<file path="src/hdl/edc_pkg.sv">
`default_nettype none

package edc_pkg;

    localparam int VALUE_BITS  = 32;
    localparam int WINDOW_BITS = 64;
    localparam int COUNT_BITS  = 6;

    localparam logic OP_ENCODE = 1'b0;
    localparam logic OP_DECODE = 1'b1;

    typedef struct packed {
        logic [WINDOW_BITS-1:0] code_word;
        logic [COUNT_BITS-1:0]  bit_count;
        logic [VALUE_BITS-1:0]  value_out;
        logic                   error_flag;
    } t_result;

endpackage

`default_nettype wire

</file>
<file path="src/hdl/elias_delta_codec.sv">
// Elias delta codec, one item per clock when not stalled. Each item is an encode
// (i_operation = 0) of i_value_in, giving the code in o_code_word in stream
// order (first bit in bit 0, unused bits zero) and its length in o_bit_count,
// or a decode (i_operation = 1) of the stream bits in i_bit_window (first bit
// in bit 0), giving the value in o_value_out and the bits consumed in
// o_bit_count. Fields that do not apply to the operation read zero.
// o_error_flag marks an encode of zero or of a value at or above
// 2^VALUE_WIDTH, and a decode with more than five leading zeros (an all-zero
// window included) or with a length field above VALUE_WIDTH; all other
// fields are zero then. An item goes through one input register, one pass
// through the encoder or decoder logic (priority encoders and barrel
// shifters) and one result register, which drives o_valid. Both stages advance
// independently, so a new item is taken every cycle while results are drained,
// and a stall on the output side backs up through o_ready without losing data.
// No state is kept between items.
`default_nettype none

module elias_delta_codec #(
    parameter int VALUE_WIDTH = 32
) (
    input  logic                            i_clk,
    input  logic                            i_rst_n,

    input  logic                            i_valid,
    output logic                            o_ready,
    input  logic                            i_operation,
    input  logic [edc_pkg::VALUE_BITS-1:0]  i_value_in,
    input  logic [edc_pkg::WINDOW_BITS-1:0] i_bit_window,

    output logic                            o_valid,
    input  logic                            i_ready,
    output logic [edc_pkg::WINDOW_BITS-1:0] o_code_word,
    output logic [edc_pkg::COUNT_BITS-1:0]  o_bit_count,
    output logic [edc_pkg::VALUE_BITS-1:0]  o_value_out,
    output logic                            o_error_flag
);

    // input stage
    logic                            r_in_valid;
    logic                            r_op;
    logic [edc_pkg::VALUE_BITS-1:0]  r_value;
    logic [edc_pkg::WINDOW_BITS-1:0] r_window;

    // result stage
    logic                            r_out_valid;
    edc_pkg::t_result                r_result;

    edc_pkg::t_result                enc_result;
    edc_pkg::t_result                dec_result;
    edc_pkg::t_result                n_result;

    logic                            out_free;
    logic                            in_take;

    // result register can load when empty or being drained this cycle
    assign out_free = !r_out_valid || i_ready;
    // input register can load when empty or moving on to the result stage
    assign o_ready  = !r_in_valid || out_free;
    assign in_take  = i_valid && o_ready;

    edc_encoder #(
        .VALUE_WIDTH(VALUE_WIDTH)
    ) u_encoder (
        .i_value  (r_value),
        .o_result (enc_result)
    );

    edc_decoder #(
        .VALUE_WIDTH(VALUE_WIDTH)
    ) u_decoder (
        .i_window (r_window),
        .o_result (dec_result)
    );

    assign n_result = (r_op == edc_pkg::OP_DECODE) ? dec_result : enc_result;

    always_ff @(posedge i_clk) begin
        if (!i_rst_n) begin
            r_in_valid <= 1'b0;
        end else if (o_ready) begin
            r_in_valid <= i_valid;
        end
    end

    always_ff @(posedge i_clk) begin
        if (in_take) begin
            r_op     <= i_operation;
            r_value  <= i_value_in;
            r_window <= i_bit_window;
        end
    end

    always_ff @(posedge i_clk) begin
        if (!i_rst_n) begin
            r_out_valid <= 1'b0;
        end else if (out_free) begin
            r_out_valid <= r_in_valid;
        end
    end

    always_ff @(posedge i_clk) begin
        if (out_free && r_in_valid) begin
            r_result <= n_result;
        end
    end

    assign o_valid      = r_out_valid;
    assign o_code_word  = r_result.code_word;
    assign o_bit_count  = r_result.bit_count;
    assign o_value_out  = r_result.value_out;
    assign o_error_flag = r_result.error_flag;

endmodule

`default_nettype wire

</file>
<file path="src/hdl/edc_encoder.sv">
`default_nettype none

module edc_encoder #(
    parameter int VALUE_WIDTH = 32
) (
    input  logic [edc_pkg::VALUE_BITS-1:0] i_value,
    output edc_pkg::t_result               o_result
);

    localparam logic [edc_pkg::VALUE_BITS-1:0] VALUE_MASK =
        32'((64'd1 << VALUE_WIDTH) - 64'd1);

    logic [5:0]  len;
    logic [2:0]  len_len;
    logic        err;
    logic [31:0] tail;
    logic [63:0] msb_code;
    logic [63:0] rev_code;
    logic [5:0]  count;
    logic [5:0]  shift;

    always_comb begin
        // bit length of x
        len = '0;
        for (int i = 0; i < 32; i++) begin
            if (i_value[i]) begin
                len = 6'(i + 1);
            end
        end
        // bit length of L
        len_len = '0;
        for (int i = 0; i < 6; i++) begin
            if (len[i]) begin
                len_len = 3'(i + 1);
            end
        end
        err = (i_value == '0) || ((i_value & ~VALUE_MASK) != '0);

        // code as an MSB-first number: L then x without its top bit;
        // the leading zeros come from the number's own width
        tail     = i_value & ~(32'd1 << 5'(len - 6'd1));
        msb_code = ({58'd0, len} << 5'(len - 6'd1)) | {32'd0, tail};
        count    = 6'({len_len, 1'b0}) - 6'd2 + len;

        // flip into stream order, then drop the unused low end
        for (int i = 0; i < 64; i++) begin
            rev_code[63-i] = msb_code[i];
        end
        shift = 6'(7'd64 - {1'b0, count});

        o_result.value_out  = '0;
        o_result.error_flag = err;
        if (err) begin
            o_result.code_word = '0;
            o_result.bit_count = '0;
        end else begin
            o_result.code_word = rev_code >> shift;
            o_result.bit_count = count;
        end
    end

endmodule

`default_nettype wire

</file>
<file path="src/hdl/edc_decoder.sv">
`default_nettype none

module edc_decoder #(
    parameter int VALUE_WIDTH = 32
) (
    input  logic [edc_pkg::WINDOW_BITS-1:0] i_window,
    output edc_pkg::t_result                o_result
);

    logic [2:0]  zeros;
    logic        err_lz;
    logic [4:0]  len_bits;
    logic [4:0]  len_rev;
    logic [5:0]  len;
    logic [3:0]  tail_pos;
    logic [30:0] tail;
    logic [31:0] tail_rev;
    logic [31:0] value;
    logic        err;

    always_comb begin
        // leading zeros, only six bits matter
        err_lz = (i_window[5:0] == 6'd0);
        zeros  = '0;
        for (int i = 5; i >= 0; i--) begin
            if (i_window[i]) begin
                zeros = 3'(i);
            end
        end

        // L: implicit one then 'zeros' bits, MSB read first
        len_bits = 5'(i_window[11:1] >> zeros);
        for (int i = 0; i < 5; i++) begin
            len_rev[4-i] = len_bits[i];
        end
        len = (6'd1 << zeros) | 6'({1'b0, len_rev} >> (3'd5 - zeros));
        err = err_lz || ({1'b0, len} > 7'(VALUE_WIDTH));

        // value: implicit top one then L-1 bits, MSB read first
        tail_pos = 4'({zeros, 1'b0}) + 4'd1;
        tail     = 31'(i_window >> tail_pos);
        tail_rev[31] = 1'b0;
        for (int i = 0; i < 31; i++) begin
            tail_rev[30-i] = tail[i];
        end
        value = (32'd1 << 5'(len - 6'd1)) | (tail_rev >> 6'(6'd32 - len));

        o_result.code_word  = '0;
        o_result.error_flag = err;
        if (err) begin
            o_result.bit_count = '0;
            o_result.value_out = '0;
        end else begin
            o_result.bit_count = 6'({zeros, 1'b0}) + len;
            o_result.value_out = value;
        end
    end

endmodule

`default_nettype wire

</file>
<file path="config.mk">
export PLATFORM = sky130hd
export DESIGN_NAME = elias_delta_codec
export DESIGN_NICKNAME = d
export VERILOG_FILES = /design/src/hdl/edc_pkg.sv /design/src/hdl/elias_delta_codec.sv /design/src/hdl/edc_encoder.sv /design/src/hdl/edc_decoder.sv
export SDC_FILE = /design/constraint.sdc
export NUM_CORES = 1
export LEC_CHECK = 0
export ABC_AREA = 1
export BUFFER_PORTS_ARGS = -buffer_cell sky130_fd_sc_hd__buf_2
export CORE_MARGIN = 3
export CORE_UTILIZATION = 34
export CTS_CLUSTER_DIAMETER = 100
export CTS_CLUSTER_SIZE = 10
export DETAILED_ROUTE_END_ITERATION = 10
export HOLD_SLACK_MARGIN = 0.15
export SLEW_MARGIN = 20
export SYNTH_ARGS = -nofsm -noshare
export SYNTH_HDL_FRONTEND = slang
export SYNTH_SLANG_ARGS = --single-unit
</file>
<file path="constraint.sdc">
create_clock -name i_clk -period 6.6 [get_ports i_clk]
set_input_delay 0.33 -clock i_clk [delete_from_list [all_inputs] [get_ports i_clk]]
set_output_delay 0.33 -clock i_clk [all_outputs]
set_load 0.05 [all_outputs]
</file>
; After elaboration in Yosys (flattened, before gate mapping)
; Index checks and enable logic that the tools add are counted.
[word_totals]
ff_bits = 202
input_bits = 101
output_inout_bits = 105
[op_classes]
n_addsub = 9
n_lt_le_gt_ge = 1
shift = 9
n_mux = 47
bitwise_logic = 6
n_reduce_logical = 11
[ops]
columns = cell, count
row1 = two-way mux 6 bit, 32
row2 = bitwise OR 64 x 32 -> 64 bit, 1
row3 = left shift 1 x 5 -> 32 bit (first input constant), 2
row4 = left shift 6 x 5 -> 64 bit, 1
row5 = >> shifter 64 x 4 -> 31 bit, 1
row6 = >> shifter 64 x 6 -> 64 bit, 1
row7 = two-way mux 39 bit, 1
row8 = two-way mux 38 bit, 1
row9 = AND 32 bit, 1
row10 = zero test 32 bit, 1
row11 = inverter 32 bit, 1
row12 = bitwise OR 32 bit, 1
row13 = >> shifter 31 x 6 -> 32 bit, 1
row14 = two-way mux 3 bit, 9
row15 = >> shifter 11 x 3 -> 5 bit, 1
row16 = subtractor 5 x 1 -> 5 bit (second input constant), 2
row17 = adder 4 x 6 -> 6 bit, 1
row18 = adder 6 bit, 1
row19 = > comparator 6 bit (second input constant), 1
row20 = zero test 6 bit, 1
row21 = bitwise OR 6 bit, 1
row22 = left shift 1 x 3 -> 6 bit (first input constant), 1
row23 = >> shifter 5 x 3 -> 6 bit, 1
row24 = subtractor 1 x 6 -> 6 bit (first input constant), 1
row25 = other kinds (11), 18

; Logic depth before layout (Yosys ltp)
[logic_depth]
word_depth = 42
depth_mapped = 53
ltp_nobuf = 51

; Cells and area by module
; Synthesis repeated with hierarchy kept, for this count alone.
[unflattened]
cells_unflattened = 2510
hier_area_um2 = 17270.3
[modules_own_cells]
columns = mod, instances, cells_each, area_each_um2
row1 = elias_delta_codec, 1, 545, 7723.7
row2 = edc_encoder, 1, 1052, 5013.6
row3 = edc_decoder, 1, 913, 4533.1

; Least setup slack after synthesis
; Ideal clock, no wire load.
[synth_path]
kind = reg-to-reg
startpoint = register r_out_valid (netlist: o_valid)
endpoint = register r_result, in the netlist o_bit_count[0] (enable)
setup_ns = 0.598
arrival_time_ns = 5.568
required_ns = 6.002
setup_slack_ns = 0.434
path_stages_with_launch = 2
n_path_buf = 0
period_less_slack_ns = 6.166
cell_sequence = dfxtp_1 > a21oi_1
[synth_via]
elab_chain_len = 3
[synth_lines]
columns = element, line
row1 = from (decl), elias_delta_codec.sv:45  ; logic r_out_valid;
row2 = from (signal assigned), elias_delta_codec.sv:97  ; r_out_valid <= r_in_valid;
row3 = zero test 1 bit, elias_delta_codec.sv:56  ; assign out_free = !r_out_valid || i_ready;
row4 = logical OR 1 bit, elias_delta_codec.sv:56
row5 = logical AND 1 bit, elias_delta_codec.sv:102  ; if (out_free && r_in_valid) begin
row6 = to (signal assigned), elias_delta_codec.sv:103  ; r_result <= n_result;
row7 = to (decl), elias_delta_codec.sv:46  ; edc_pkg::t_result r_result;
; No other way between the ends.
; A chain may end at the register's enable or synchronous reset.

; Final worst setup path
[layout_path]
startpoint = register r_value[1] (netlist bit)
endpoint = register r_result, in the netlist o_code_word[28], data pin
[layout_via]
elab_chain_len = 41
[layout_lines]
columns = element, line
row1 = from (decl), elias_delta_codec.sv:41  ; logic [edc_pkg::VALUE_BITS-1:0] r_value;
row2 = from (signal assigned), elias_delta_codec.sv:88  ; r_value <= i_value_in;
row3 = two-way mux 6 bit (31 in a row), edc_encoder.sv:26  ; if (i_value[i]) begin
row4 = two-way mux 1 bit, edc_encoder.sv:33  ; if (len[i]) begin
row5 = two-way mux 2 bit (2 in a row), edc_encoder.sv:33
row6 = two-way mux 3 bit (3 in a row), edc_encoder.sv:33
row7 = subtractor 4 x 2 -> 5 bit, edc_encoder.sv:43  ; count = 6'({len_len, 1'b0}) - 6'd2 + len;
row8 = adder 6 bit, edc_encoder.sv:43
row9 = subtractor 1 x 6 -> 6 bit, edc_encoder.sv:49  ; shift = 6'(7'd64 - {1'b0, count});
row10 = >> shifter 64 x 6 -> 64 bit, edc_encoder.sv:57  ; o_result.code_word = rev_code >> shift;
; Several ways; a longest one is shown, not always the timed one.

==> impl_summary.log <==
[metrics] multiplexer share of the synthesized area: 0.007480
[metrics] clock transition at the register clock pins on the worst setup and hold paths after CTS: 70 ps
[metrics] top cells by area in the synthesized netlist: edfxtp_1 40%, nand3_1 15%, nand2_1 13%
[metrics] distinct cell type count after synthesis: 58
[metrics] unrepaired setup endpoints after global routing: no
[metrics] fraction of the cycle the final worst path needs: 0.8499
[metrics] overflow left after global routing: 0
[metrics] worst reg-to-reg setup slack: 990 ps
[metrics] sequential area share after synthesis: 0.4024
[metrics] total wirelength of the detailed-routed design: 45.36 mm
[metrics] area of the core: 38740 um2
[metrics] worst vdd rail ir drop: 0.2398 mV
[metrics] CTS tree: yes
[metrics] data arrival time of the critical path: 5790 ps
[metrics] number of primary I/O pins: 206
[metrics] pins over their slew limit: 0
[metrics] class of the tightest hold or removal check: in -> reg
[metrics] antenna diode count: 0
[metrics] library cell occupying the most area in the post-synthesis netlist: edfxtp_1
[metrics] global-route wire length before repair: 70.64 mm
[metrics] max-cap violations: 0
[metrics] total track usage: 0.2158
[metrics] synthesized-area fraction occupied by ao, oa, aoi and oai cells: 0.1220
[metrics] chip width: 204.4 um
[metrics] filler cell count in the final layout: 4065
[metrics] Final #Nets: 2178
[metrics] average via count per standard cell: 5.253
[metrics] vias in the first global route: 12.16k
[metrics] post-synthesis adder-cell area fraction: 0.02169
[metrics] Slew Limit Headroom: 0.3879
[metrics] CP startpoint: r_value[1]
[metrics] weighted congestion reported at the end of routability-driven placement: 0.9464
[metrics] CTS Buffer Depth: 2
[metrics] violation count after the first detailed-routing iteration: 1408
[metrics] largest net degree at the start of global routing: 76
[metrics] signed area change from the synthesized netlist to the final layout: 20.28%
[metrics] critical path launch point type: register
[metrics] actual slew at the worst max-slew pin: 918.2 ps
[metrics] commonest cells after routing, fill and taps aside: 477 x nand2_1, 402 x nand3_1, 183 x buf_2
[metrics] fraction of the mapped netlist area in simple logic gates: 0.3631
[metrics] number of H-tree levels: 4
[metrics] XOR/XNOR share of the synthesized area: 0.01019
[metrics] number of cell rows: 72
[metrics] endpoint required time on the critical path: 6780 ps
[metrics] kind of capture point of the worst setup path: register
[metrics] CTS sink count: 180
[metrics] die span in y: 204.4 um
[metrics] CP dominant cell by count: nand2_1
[metrics] Static Leak: 7.022 nW
[metrics] routed length per placed instance: 17.55 um
[metrics] cell count after synthesis: 1857
[metrics] Avg Cell Area, Syn: 7.206 um2
[metrics] net count after synthesis: 1980
[metrics] maximum fanout encountered on the critical timing path: 23
[metrics] status: finished clean
[metrics] remaining routing DRC violations: 0
[metrics] port buffer count: 183
[metrics] warning count from the yosys run: 0
[metrics] beginning of the worst register-to-register path: r_value[1]
[metrics] Vias: 13.58k
[metrics] fraction of layout cells with a size suffix above 1: 0.1408
[metrics] Final Setup Violations: 0
[metrics] number of resized instances in the post-cts repair step: 0
[metrics] source of the worst hold timing path: i_ready
[metrics] DP HPWL: 35.01 mm
[metrics] post-route antenna net violation count: 0
[metrics] Num CTS Buffers: 17
[metrics] Setup TNS: 0 ps
[metrics] antenna violations before repair: 0
[metrics] crit path max-delay cell type: edfxtp_1
[metrics] slowest stage delay, CP: 420 ps
[metrics] Critical Setup Path Class: reg -> reg
[metrics] most common cell after layout, fill and taps aside: nand2_1
[metrics] number of optimization iterations in the first detailed-route pass: 5
[metrics] Tmin final: 5610 ps
[metrics] die area: 41770 um2
[metrics] fmax: 178.3 MHz
[metrics] power density normalized to cell area: 300.9 nW/um2
[metrics] Skew-Pair Late Insertion Delay: 460 ps
[metrics] main combinational cell family by area after synthesis: simple AND/OR/NAND/NOR gates
[metrics] synthesized area: 13380 um2
[metrics] CTS Root Cell: clkbuf_16
[metrics] endpoints failing hold: 0
[metrics] share of the synthesized area in the top cell type: 0.3994
[metrics] Power Total: 4.844 mW
[metrics] starting utilization of the core area: 0.3454
[metrics] number of flip-flops and latches in the synthesized netlist: 180
[metrics] setup skew after layout: 11.23 ps
## synthesized netlist by cell type (all sizes together)
cell type / count
a31oi: 11
a22oi: 4
o21ai: 157
o21bai: 6
o21a: 4
clkbuf: 75
o32ai: 1
nand4: 34
xnor2: 5
or2: 14
clkinv: 3
nor3b: 2
a32oi: 1
nor3: 22
o31ai: 3
a22o: 1
a21oi: 76
fa: 2
nand3: 404
nand2: 483
buf: 38
o211ai: 13
o221a: 2
o221ai: 1
xor2: 8
nor4: 6
inv: 133
ha: 20
mux2i: 10
nor2: 121
a41oi: 1
and3: 2
a21boi: 2
edfxtp: 178
dfxtp: 2
a211oi: 1
o22ai: 8
a221oi: 2
a2bb2oi: 1
## state kept, by name, indices dropped and copies added (netlist names)
register,flops
o_error_flag,1
r_op,1
o_value_out,32
r_window,42
r_in_valid,1
o_bit_count,6
r_value,32
o_valid,1
o_code_word,64
## where the power goes
| part | leakage [nW] | switching (mW) | internal (mW) |
|---|---|---|---|
| Clock | 0.273 | 0.469 | 0.560 |
| Combinational | 4.97 | 1.73 | 0.661 |
| Sequential | 1.78 | 0.0382 | 1.38 |
| Total | 7.02 | 2.24 | 2.61 |
## area by class of cell
type,count,area [um2],share of cell area
Multi-Input combinational cell,1428,7049,0.4380
Sequential cell,180,5385,0.3346
Timing Repair Buffer,292,1927,0.1197
Clock buffer,18,429.2,0.02666
Clock inverter,13,146.4,0.009095
Tap cell,518,648.1,0.04027
Inverter,136,510.5,0.03172
## stage by stage
step / setup slack [ps] / hold slack (ps) / area [um2] / utilization / std cells
floorplan: 434.3 / 428.9 / 13380 / - / 1857
global placement: 1035 / 507.2 / 14750 / 0.3807 / 2477
detailed placement: 995.7 / 508.1 / 14750 / 0.3807 / 2477
CTS: 958.4 / 159.3 / 16100 / 0.4155 / 2585
global route: 362.7 / 194.0 / 16100 / 0.4155 / 2585
finish: 990.5 / 175.4 / 16100 / 0.4155 / 2585
## final timing paths
kind	endpoint	cells after the start
hold / removal	o_valid	4
hold reg to reg	o_valid	2
setup / recovery	o_code_word[28]	50
setup reg to reg	o_code_word[28]	50
## layer usage
layer  wire length [um]  vias to the layer above  GRT usage
met4                741                        0    0.05063
met2              19530                      520     0.3164
met5                  0                        -          0
li1                   -                     6816          -
met3               3122                       47    0.03536
met1              21960                     6196     0.3308
## what timing repair did
| action | in CTS | in global routing |
|---|---|---|
| hold buffers | 77 | 0 |
| setup buffers | 0 | 0 |
| hold endpoints to repair | 77 | 0 |
| setup endpoints to repair | 0 | 0 |
## worst max-delay path: cells and delay by family (launching register included)
family	cells	cell delay (ps)
AOI/OAI and AO/OA	2	370
xor gates and xnor gates	3	830
adders and majority gates	3	730
buffers and inverters	3	510
DFF	1	420
and+or+nand+nor	39	2450
## cells by family (layout without fill, tap and decap cells)
kind of cell / after synthesis / in the layout
simple gates: 1088 / 1088
compound gates: 295 / 295
buf+inv: 249 / 459
flops: 180 / 180
fa+ha+maj: 22 / 22
xor+xnor: 13 / 13
mux: 10 / 10
Power figures use the tool's default switching activity.
